File: src/hw/rtl/rau_pkg.sv
// ----------------------------------------------------------------------------
// rau_pkg
// shared types and codes of the rational arithmetic unit
// ----------------------------------------------------------------------------
package rau_pkg;

  typedef enum logic [3:0] {
    OP_ADD = 4'd0,
    OP_SUB = 4'd1,
    OP_MUL = 4'd2,
    OP_DIV = 4'd3,
    OP_EQ  = 4'd4,
    OP_NE  = 4'd5,
    OP_GT  = 4'd6,
    OP_LT  = 4'd7,
    OP_GE  = 4'd8,
    OP_LE  = 4'd9
  } op_e;

  localparam logic [1:0] STATUS_OK      = 2'd0;
  localparam logic [1:0] STATUS_ZERODEN = 2'd1;
  localparam logic [1:0] STATUS_OVF     = 2'd2;

  // controller to datapath
  typedef struct packed {
    logic load;      // capture operands
    logic mul_a;     // first product pair
    logic mul_b;     // second product pair, combine
    logic gcd_init;  // prepare gcd operands
    logic gcd_step;  // one binary gcd step
    logic div_init;  // start both divisions
    logic div_step;  // one restoring division bit
    logic finish;    // form result fields
  } rau_cmd_t;

  // datapath to controller
  typedef struct packed {
    logic trivial;   // zero numerator, zero denominator or non-arithmetic op
    logic gcd_done;
    logic div_done;
  } rau_sts_t;

endpackage

File: src/hw/rtl/rau_ctrl.sv
// ----------------------------------------------------------------------------
// rau_ctrl
// sequencer: products, gcd loop, division loop, output handshake
// ----------------------------------------------------------------------------
module rau_ctrl
  import rau_pkg::*;
(
  input  logic     clk_i,
  input  logic     rst_ni,
  input  logic     in_valid_i,
  output logic     in_stall_o,
  output logic     out_valid_o,
  input  logic     out_stall_i,
  input  rau_sts_t sts_i,
  output rau_cmd_t cmd_o
);

  typedef enum logic [7:0] {
    S_IDLE  = 8'b0000_0001,
    S_MULA  = 8'b0000_0010,
    S_MULB  = 8'b0000_0100,
    S_GINIT = 8'b0000_1000,
    S_GCD   = 8'b0001_0000,
    S_DIV   = 8'b0010_0000,
    S_FIN   = 8'b0100_0000,
    S_OUT   = 8'b1000_0000
  } state_e;

  state_e state_q, state_d;

  always_comb begin
    state_d = state_q;
    cmd_o   = '0;
    case (state_q)
      S_IDLE: begin
        if (in_valid_i) begin
          cmd_o.load = 1'b1;
          state_d    = S_MULA;
        end
      end
      S_MULA: begin
        cmd_o.mul_a = 1'b1;
        state_d     = S_MULB;
      end
      S_MULB: begin
        cmd_o.mul_b = 1'b1;
        state_d     = S_GINIT;
      end
      S_GINIT: begin
        if (sts_i.trivial) begin
          state_d = S_FIN;
        end else begin
          cmd_o.gcd_init = 1'b1;
          state_d        = S_GCD;
        end
      end
      S_GCD: begin
        if (sts_i.gcd_done) begin
          cmd_o.div_init = 1'b1;
          state_d        = S_DIV;
        end else begin
          cmd_o.gcd_step = 1'b1;
        end
      end
      S_DIV: begin
        if (sts_i.div_done) begin
          state_d = S_FIN;
        end else begin
          cmd_o.div_step = 1'b1;
        end
      end
      S_FIN: begin
        cmd_o.finish = 1'b1;
        state_d      = S_OUT;
      end
      S_OUT: begin
        if (!out_stall_i) begin
          state_d = S_IDLE;
        end
      end
      default: state_d = S_IDLE;
    endcase
  end

  always_ff @(posedge clk_i or negedge rst_ni) begin
    if (!rst_ni) begin
      state_q <= S_IDLE;
    end else begin
      state_q <= state_d;
    end
  end

  assign in_stall_o  = (state_q != S_IDLE);
  assign out_valid_o = (state_q == S_OUT);

endmodule

File: config.mk
export PLATFORM = sky130hd
export DESIGN_NAME = rau_ctrl
export DESIGN_NICKNAME = d
export VERILOG_FILES = /design/src/hw/rtl/rau_pkg.sv /design/src/hw/rtl/rau_ctrl.sv
export SDC_FILE = /design/constraint.sdc
export NUM_CORES = 1
export LEC_CHECK = 0
export ABC_AREA = 1
export BUFFER_PORTS_ARGS = -buffer_cell sky130_fd_sc_hd__buf_2
export CAP_MARGIN = 25
export CORE_MARGIN = 2
export CORE_UTILIZATION = 43
export DETAILED_ROUTE_END_ITERATION = 6
export PLACE_DENSITY = 0.71
export SYNTH_ARGS = -nofsm -noshare
export SYNTH_HDL_FRONTEND = slang
export SYNTH_SLANG_ARGS = --single-unit
export TNS_END_PERCENT = 30
File: constraint.sdc
create_clock -name clk_i -period 1.1 [get_ports clk_i]
set_input_delay 0.22 -clock clk_i [delete_from_list [all_inputs] [get_ports clk_i]]
set_output_delay 0.22 -clock clk_i [all_outputs]
set_load 0.005 [all_outputs]
==> results of run 1 <==
-- synthesized netlist by cell type --
| master | instances |
|---|---|
| nor2_2 | 8 |
| dfrtp_1 | 7 |
| nand3_1 | 2 |
| nand2_2 | 7 |
| nand4_1 | 1 |
| nor2_1 | 9 |
| dfstp_2 | 1 |
| o21ai_1 | 1 |
| nand3b_1 | 1 |
| a21oi_1 | 1 |
| nor2_4 | 5 |
| o21ai_0 | 1 |
| nand2_4 | 1 |
| nand2_1 | 10 |
| nand3_2 | 2 |
| inv_1 | 15 |
| inv_2 | 2 |
| nor3_1 | 3 |
-- layer usage --
metal  vias to the layer above  part of all wire  GRT usage  wire length (um)
met5                         -                 0          0                 0
met3                         2             0.025     0.0333                31
met2                        10              0.54      0.306               676
met1                       249              0.43      0.202               536
li1                        301                 -          -                 -
met4                         0             0.013     0.0750                17
-- cells by family (layout without fill, tap and decap cells) --
group,count (synthesis),after routing,share of synthesized area
AOI/OAI and AO/OA,3,3,0.0262
and+or+nand+nor,49,49,0.510
DFF,8,8,0.352
buffers and inverters,17,52,0.112
-- worst min path at each step --
| stage | end | startpoint | cells past startpoint |
|---|---|---|---|
| after floorplan | state_q[1] | rst_ni | 0 |
| after global placement | state_q[3] | rst_ni | 1 |
| after detailed placement | state_q[3] | rst_ni | 1 |
| after CTS | state_q[4] | sts_i[2] | 2 |
| after global routing | state_q[4] | sts_i[2] | 2 |
| final | state_q[4] | sts_i[2] | 2 |
-- power groups by stage --
stage	clock network [W]	registers [W]	logic (W)
after global placement	0	0.000431	0.000687
after floorplan	0	0.000428	0.000498
after global routing	0.000283	0.000438	0.000910
after CTS	0.000264	0.000431	0.000784
final	0.000258	0.000433	0.000832
after detailed placement	0	0.000433	0.000693
-- worst reg2reg max path, delay by kind of cell, from the launching register on --
kind	cells	cell delay, ns
DFF	1	0.57
buffers and inverters	1	0.12
and+or+nand+nor	8	0.62
-- stage by stage --
step	cells	worst slack (ns)	total power, W	hold slack, ns
after detailed placement	115	-0.161	0.00113	0.0715
after global routing	127	-0.515	0.00163	0.164
after floorplan	77	-0.0385	0.000926	-0.0756
after global placement	115	-0.162	0.00112	0.0722
final	127	-0.435	0.00152	0.158
after CTS	124	-0.427	0.00148	0.161
-- final cells by class --
cell class | instances | share of cell area
Sequential cell | 8 | 0.233
Timing Repair Buffer | 31 | 0.224
Inverter | 17 | 0.0733
Multi-Input combinational cell | 52 | 0.418
Tap cell | 15 | 0.0216
Clock buffer | 4 | 0.0302
-- timing repair --
| action | CTS | global route |
|---|---|---|
| cloned | 0 | 0 |
| hold buffers | 1 | 0 |
| setup endpoints to repair | 15 | 17 |
| gates resized for setup | 4 | 13 |
| hold endpoints to repair | 7 | 0 |
| buffers inserted | 4 | 3 |
| pin swaps | 13 | 11 |
==> results.toml, run 1 <==
[job]
max_cap_viol_count = 0

[yosys]
synth_sequential_area_ratio = 0.352
synth.avg_cell_area_um2 = 7.43
synth_nets = 84
cell_taking_the_most_area_after_synthesis = "dfrtp_1"
synth_top_area_share = 0.306
postSynthCellCount = 77
synth_seq_cells = 8
yosysWarnings = 0
synth_area_leaders = "dfrtp_1, inv_1, nor2_4, nor2_2, nand2_2"
synth.distinct_cells = 18
syn-cell-area_um2 = 572

[outcome]
run_status = "complete, but fails checks"
violations = "negative setup slack"

[critical_path]
critical_path.startpoint_type = "flip-flop"
crit_path_start = "state_q[5]"
crit_family = "simple AND/OR/NAND/NOR gates"
worst-r2r-setup-slack_ns = -0.26
wp_buf_inv = 2
worstSetupPathType = "flip-flop to output pin"
endpoint_kind = "output pin"
worst-path-stages = 6
r2r_end = "state_q[0]"
crit_path_largest_cell_delay_ns = 0.43
r2r_cells = 9
worst-endpoint-arrival_ns = 1.32
worst_ep_required_time_ns = 0.88
slowest_stage = "dfrtp_1"
crit-reg2reg-launch = "state_q[0]"
worst-path-max-fanout = 3
timing.critical_path.cells = "nor2_4, nand2_2, nor2_2, inv_1, nor2_1, buf_2"
crit_end = "cmd_o[4]"

[routing]
route.detailed.wl_per_inst_um = 9.93
drt-initial-drc-count = 2
drt_wl_total_mm = 1.26
route.antenna.remaining_nets = 0
first_pass_iteration_count_of_the_detailed_router = 4
drt-vias-per-instance = 4.43
drcViolationCount = 0
route.vias.total = 562

[cells_and_area]
layout.area.seq_um2 = 203
postLayoutCellArea_um2 = 871
mostFrequentLayoutCells = "buf_2, buf_4, inv_1"
largest_register_ffs = 8
largest_registers = "state_q (8)"
layout.core_utilization = 0.686
finish.net_count = 120
layout.cells.most_common = "buf_2"
multi_input_comb_area_um2 = 364
layout_fillers = 102
registers.top_by_ff_count = "state_q"
area.growth.synth_to_final_pct = 52.3
diodes = 0
fraction_of_layout_instances_using_a_drive_strength_above_1 = 0.652

[power_and_ir_drop]
switching_power_w = 0.000669
power_density_nw_per_um2 = 1750
worst_ir_drop_vdd_v = 0.00109
cellLeakagePower_nw = 0.504
clock_power_frac = 0.169
intPower_w = 0.000854
switching_share = 0.440
power_frac_seq = 0.284
power_frac_comb = 0.546

[timing]
final-max-slew-violation-count = 0
finalSetupViolations = 14
max_clock_freq_mhz = 651
hold_viol_final = 0
clock-skew-final_ns = 0.00295
rsz0062_at_grt = "true"
finalCriticalPeriod_ns = 1.54
max-slew-margin-rel = 0.860
fin_tns_setup_ns = -4.76
timing.final.ws_setup_ns = -0.435
layout_worst_path_cycle_share = 1.40
worst_slew_pin_slew_ns = 0.209

[clock_network]
worst_skew_pair.late_latency_ns = 0.26
cts_inserted_buffers = 3
clk_pin_slew_worst_paths_ns = 0.06
cts_root_buffer = "clkbuf_4"
htree_num_levels = 1
max-clock-path-buffers = 2
clock_sink_count = 8
clock_tree_from_tritoncts = "yes"

[grt]
global_route.overflow_total = 0
grt_start_max_net_pins = 9
grt_first_pass_wirelength_mm = 1.85
gr-usage-all-layers = 0.174
first_global_vias = 463
grt_antenna_before_repair = 0

[place]
buffer_ports.inserted = 16
finalWeightedCongestion = 0.759
detailed_place_hpwl_um = 912
dpl_cell_area_um2 = 726

[floorplanning]
initial_utilization = 0.451
core.rowCount = 13
die_y_um = 40.5
die-area_um2 = 1640
core-area_um2 = 1270
fp.dieW_um = 40.5
design.portCount = 17

[min_path]
timing.hold.worst.class = "input port to flip-flop"
No activity file was read; power rests on OpenSTA's default activity.
==> run 2: changes to the inputs <==
--- a/config.mk
+++ b/config.mk
@@ -5,13 +5,12 @@
 export SDC_FILE = /design/constraint.sdc
 export NUM_CORES = 1
 export LEC_CHECK = 0
-export ABC_AREA = 1
 export BUFFER_PORTS_ARGS = -buffer_cell sky130_fd_sc_hd__buf_2
 export CAP_MARGIN = 25
-export CORE_MARGIN = 2
-export CORE_UTILIZATION = 43
+export CORE_AREA = 2 2 39 41
 export DETAILED_ROUTE_END_ITERATION = 6
-export PLACE_DENSITY = 0.71
+export DIE_AREA = 0 0 41 43
+export PLACE_DENSITY = 0.68
 export SYNTH_ARGS = -nofsm -noshare
 export SYNTH_HDL_FRONTEND = slang
 export SYNTH_SLANG_ARGS = --single-unit
==> run 2 against run 1 <==
The run still ends with negative setup slack left. Critical path type unchanged. Clock power is 3% higher. Global-route usage is 3.7 points higher. Sequential cell count did not move. Final cell count shrank 12%. Die area is 7.7% higher. Power rose by 4.0%. Largest cell class unchanged. Design area decreased by 0.86%. Combinational power grew 7.2%.
==> results.toml, run 2 <==
[cells_and_area]
fraction_of_layout_instances_using_a_drive_strength_above_1 = 0.604
largest_registers = "state_q (8)"
layout.cells.most_common = "buf_4"
mostFrequentLayoutCells = "buf_4, buf_2, nor2_1"
area.growth.synth_to_final_pct = 61.6
diodes = 0
registers.top_by_ff_count = "state_q"
largest_register_ffs = 8
postLayoutCellArea_um2 = 863
finish.net_count = 104

[min_path]
hold_start = "in_valid_i"
holdPathEnd = "state_q[0]"
cell_depth_of_the_worst_hold_path = 2
timing.hold.worst.class = "input port to flip-flop"

[floorplanning]
core.rowCount = 14
die_y_um = 43
fp.dieW_um = 41
initial_utilization = 0.386
core-area_um2 = 1380
die-area_um2 = 1760
design.portCount = 17

[routing]
route.vias.total = 580
drt-initial-drc-count = 7
route.detailed.wl_per_inst_um = 13.1
first_pass_iteration_count_of_the_detailed_router = 4
drt_wl_total_mm = 1.47
drcViolationCount = 0
drt-vias-per-instance = 5.18
route.antenna.remaining_nets = 0

[timing]
max_clock_freq_mhz = 585
finalSetupViolations = 18
final-max-slew-violation-count = 0
timing.final.ws_setup_ns = -0.608
rsz0062_at_grt = "true"
hold_viol_final = 0
finalCriticalPeriod_ns = 1.71
layout_worst_path_cycle_share = 1.55
worst_slew_pin_slew_ns = 0.268
max-slew-margin-rel = 0.821
clock-skew-final_ns = 0.00332

[critical_path]
worst_ep_required_time_ns = 0.88
crit_family = "simple AND/OR/NAND/NOR gates"
worst-r2r-setup-slack_ns = -0.33
timing.critical_path.cells = "nor4_4, buf_6, nand4b_1, nor2_1, buf_2"
worstSetupPathType = "flip-flop to output pin"
crit-reg2reg-launch = "state_q[1]"
endpoint_kind = "output pin"
r2r_end = "state_q[0]"
worst-endpoint-arrival_ns = 1.49
crit_path_largest_cell_delay_ns = 0.40
r2r_cells = 6
worst-path-max-fanout = 7
critical_path.startpoint_type = "flip-flop"
slowest_stage = "dfrtp_1"
wp_buf_inv = 2

[clock_network]
clock_sink_count = 8
htree_num_levels = 1
cts_inserted_buffers = 3
cts_root_buffer = "clkbuf_4"
worst_skew_pair.late_latency_ns = 0.27
clk_pin_slew_worst_paths_ns = 0.06
clock_tree_from_tritoncts = "yes"
max-clock-path-buffers = 2

[yosys]
ys_dominant_reg_cell = "dfrtp_1"
synth_nets = 62
synth.cells.most_frequent = "nor2_1, dfrtp_1, and4b_2"
yosysWarnings = 0
synth_edf_count = 0
synth_sequential_area_ratio = 0.377
cell_taking_the_most_area_after_synthesis = "dfrtp_1"
synth_area_leaders = "dfrtp_1, and4b_2, nor2_1, nor4_4, dfstp_2"
syn-cell-area_um2 = 534
synth.avg_cell_area_um2 = 9.71
postSynthCellCount = 55
synth.distinct_cells = 22
synth_most_common_cell = "nor2_1"
synth-async-reset-ratio = 1.00
synth_seq_cells = 8
synth_top_area_share = 0.328

[grt]
grt_start_max_net_pins = 9
global_route.overflow_total = 0
first_global_vias = 608
gr-usage-all-layers = 0.212
grt_first_pass_wirelength_mm = 2.46
grt_antenna_before_repair = 0

[power_and_ir_drop]
power_density_nw_per_um2 = 1830
cellLeakagePower_nw = 0.453
worst_ir_drop_vdd_v = 0.000955

[outcome]
run_status = "complete, but fails checks"
violations = "negative setup slack"

[place]
finalWeightedCongestion = 0.751
buffer_ports.inserted = 16
dpl_cell_area_um2 = 757
detailedPlace.worstSlack_ns = -0.373
detailed_place_hpwl_mm = 1.06

[job]
max_cap_viol_count = 0
-- run 2: logic make-up (layout without fill, tap and decap cells) --
kind of cell    after synthesis  in the layout  share of synthesized area
flops                         8              8                      0.377
xor+xnor                      3              3                     0.0492
simple gates                 33             33                      0.443
buf+inv                       4             45                     0.0304
compound gates                7              7                      0.101
-- run 2: power breakdown --
part,total (W),internal [W],switching [W]
Combinational,0.000892,0.000475,0.000417
Clock,0.000266,0.000140,0.000125
Sequential,0.000426,0.000366,0.0000594
Total,0.00158,0.000982,0.000602
-- run 2: worst max-delay path by stage --
stage                from  endpoint  slack [ns]  depth (start not counted)
2_1_floorplan  state_q[7]  cmd_o[7]       -0.26                          3
3_3_place_gp   state_q[7]  cmd_o[7]       -0.35                          5
3_5_place_dp   state_q[1]  cmd_o[0]       -0.37                          5
4_1_cts        state_q[7]  cmd_o[3]       -0.62                          5
5_1_grt        state_q[7]  cmd_o[2]       -0.75                          5
6_report       state_q[7]  cmd_o[3]       -0.61                          5
-- run 2: layout make-up --
class	instances	area, um^2
fillers	127	520
multi-input cells	43	352
repair buffers	38	251
flip-flops and latches	8	203
clock buffers	4	26.3
well taps	16	20.0
inverters	3	11.3
-- run 2: stage by stage --
stage / util / cells / setup TNS, ns / hold slack (ns) / total power, W
floorplan: - / 55 / -3.07 / -0.0756 / 0.000843
global placement: 0.547 / 103 / -4.53 / 0.0764 / 0.00111
detailed placement: 0.547 / 103 / -5.01 / 0.0735 / 0.00112
CTS: 0.619 / 112 / -7.47 / 0.127 / 0.00156
global route: 0.624 / 112 / -9.06 / 0.157 / 0.00170
finish: 0.624 / 112 / -7.36 / 0.147 / 0.00158
-- run 2: repair_timing --
action / 4_1_cts / 5_1_grt
setup buffers: 4 / 0
endpoints found under the hold margin: 7 / 0
pin swaps: 7 / 2
gates resized for setup: 8 / 2
hold buffers: 1 / 0
setup endpoints to repair: 18 / 18
-- run 2: metal layers --
metal,global-route usage,part of all wire,vias up
met1,0.224,0.41,271
met2,0.356,0.49,21
met5,0,0,-
li1,-,-,284
met4,0.113,0.024,0
met3,0.0524,0.069,4
==> run 3: changes to the inputs <==
--- a/config.mk
+++ b/config.mk
@@ -7,10 +7,14 @@
 export LEC_CHECK = 0
 export BUFFER_PORTS_ARGS = -buffer_cell sky130_fd_sc_hd__buf_2
 export CAP_MARGIN = 25
-export CORE_AREA = 2 2 39 41
+export CELL_PAD_IN_SITES_DETAIL_PLACEMENT = 1
+export CELL_PAD_IN_SITES_GLOBAL_PLACEMENT = 1
+export CORE_ASPECT_RATIO = 0.9
+export CORE_MARGIN = 2
+export CORE_UTILIZATION = 32
 export DETAILED_ROUTE_END_ITERATION = 6
-export DIE_AREA = 0 0 41 43
-export PLACE_DENSITY = 0.68
+export HOLD_SLACK_MARGIN = 0.06
+export PLACE_DENSITY_LB_ADDON = 0.1
 export SYNTH_ARGS = -nofsm -noshare
 export SYNTH_HDL_FRONTEND = slang
 export SYNTH_SLANG_ARGS = --single-unit
==> run 3 against run 2 <==
The run still ends with negative setup slack left. Design area grew 4.6%. Via count rose by 3.6%. Maximum frequency decreased by 2.0%. Register-to-register slack got worse by 0.12 ns. Critical path type unchanged. Critical endpoint is now cmd_o[2]. Largest cell class unchanged. Largest power group unchanged.
==> results.toml, run 3 (synthesized netlist as in run 2, its figures left out) <==
[outcome]
run_status = "complete, but fails checks"
violations = "negative setup slack"

[floorplanning]
fp.dieW_um = 47.1
design.portCount = 17
die_y_um = 42.8
core.rowCount = 13
core-area_um2 = 1500
initial_utilization = 0.357
die-area_um2 = 2010

[cells_and_area]
registers.top_by_ff_count = "state_q"
multi_input_comb_area_um2 = 355
diodes = 0
largest_registers = "state_q (8)"
finish.net_count = 107
final-instance-count-excl-fill = 121
fraction_of_layout_instances_using_a_drive_strength_above_1 = 0.606
area.growth.synth_to_final_pct = 69.1
largest_register_ffs = 8
mostFrequentLayoutCells = "buf_4, buf_2, nor2_1"
layout.area.seq_um2 = 201
layout_fillers = 193
layout.cells.most_common = "buf_4"

[clock_network]
cts_inserted_buffers = 3
clock_sink_count = 8
clock_tree_from_tritoncts = "yes"
max-clock-path-buffers = 2
worst_skew_pair.late_latency_ns = 0.26
cts_root_buffer = "clkbuf_4"
htree_num_levels = 1
clk_pin_slew_worst_paths_ns = 0.07

[power_and_ir_drop]
power_density_nw_per_um2 = 1800
cellLeakagePower_nw = 0.472
design_power_total_w = 0.00163
worst_ir_drop_vdd_v = 0.00113

[critical_path]
worst-endpoint-arrival_ns = 1.52
worst-path-max-fanout = 5
critical_path.startpoint_type = "flip-flop"
worst_ep_required_time_ns = 0.88
worstSetupPathType = "flip-flop to output pin"
endpoint_kind = "output pin"

[timing]
max_clock_freq_mhz = 574
clock-skew-final_ns = 0.0168
fin_hold_ws_ns = 0.154
worst_slew_pin_slew_ns = 0.257
rsz0062_at_grt = "true"
layout_worst_path_cycle_share = 1.58
max-slew-margin-rel = 0.829
final-max-slew-violation-count = 0
hold_viol_final = 0
finalCriticalPeriod_ns = 1.74
timing.final.ws_setup_ns = -0.642
finalSetupViolations = 18

[routing]
drt-vias-per-instance = 4.97
drt-initial-drc-count = 5
drt_wl_total_mm = 1.80
drcViolationCount = 0
route.detailed.wl_per_inst_um = 14.9
first_pass_iteration_count_of_the_detailed_router = 4
route.antenna.remaining_nets = 0
route.vias.total = 601

[grt]
global_route.overflow_total = 0
grt_antenna_before_repair = 0
first_global_vias = 593
gr-usage-all-layers = 0.209
grt_first_pass_wirelength_mm = 2.88
grt_start_max_net_pins = 9

[place]
detailed_place_hpwl_mm = 1.20
finalWeightedCongestion = 0.764
buffer_ports.inserted = 16
number_of_instances_in_the_placed_design = 111
detailedPlace.worstSlack_ns = -0.396

[job]
max_cap_viol_count = 0

[min_path]
timing.hold.worst.class = "input port to flip-flop"
-- run 3: repair_timing --
item,4_1_cts,5_1_grt
setup endpoints to repair,18,18
endpoints found under the hold margin,8,0
hold buffers,1,0
buffers inserted,5,0
pin swaps,5,1
resized for setup,3,8
-- run 3: critical path: stages, from the launching register on --
cell,delay (ns)
dfrtp_1,0.41
nor4_4,0.27
buf_4,0.18
nand4b_1,0.14
nor2_1,0.13
buf_2,0.12
-- run 3: power breakdown --
part,switching (W),total (W),internal [W],leakage (nW)
clock network,0.000114,0.000253,0.000139,0.0150
logic,0.000457,0.000955,0.000498,0.350
registers,0.0000598,0.000423,0.000363,0.107
-- run 3: final timing paths --
check | start | slack, ns | to | cells past startpoint
max | state_q[7] | -0.64 | cmd_o[2] | 5
max reg2reg | state_q[7] | -0.45 | state_q[0] | 6
min | sts_i[2] | 0.15 | state_q[4] | 2
min reg2reg | state_q[0] | 0.71 | state_q[1] | 3
min in group asynchronous | rst_ni | 0.32 | state_q[3] | 2
max in group asynchronous | rst_ni | 0.52 | state_q[0] | 2
-- run 3: routing by layer --
metal	track usage	vias up	routed length [um]	share of wire
li1	-	291	-	-
met2	0.332	16	849	0.47
met3	0.0511	2	74	0.041
met1	0.273	292	862	0.48
met5	0	-	0	0
met4	0.0667	0	10	0.0056
-- run 3: per-stage QoR --
step	utilization	setup TNS (ns)	cell area (um^2)
finish	0.604	-7.78	903
floorplan	-	-3.07	534
CTS	0.580	-7.82	868
global placement	0.521	-4.51	779
global route	0.604	-9.34	903
detailed placement	0.521	-4.93	779
-- run 3: cell type report --
type	instances	area share
timing repair buffer	41	0.312
clock buffer	4	0.0291
multi-input combinational	43	0.393
inverter	3	0.0125
tap	22	0.0305
sequential	8	0.223
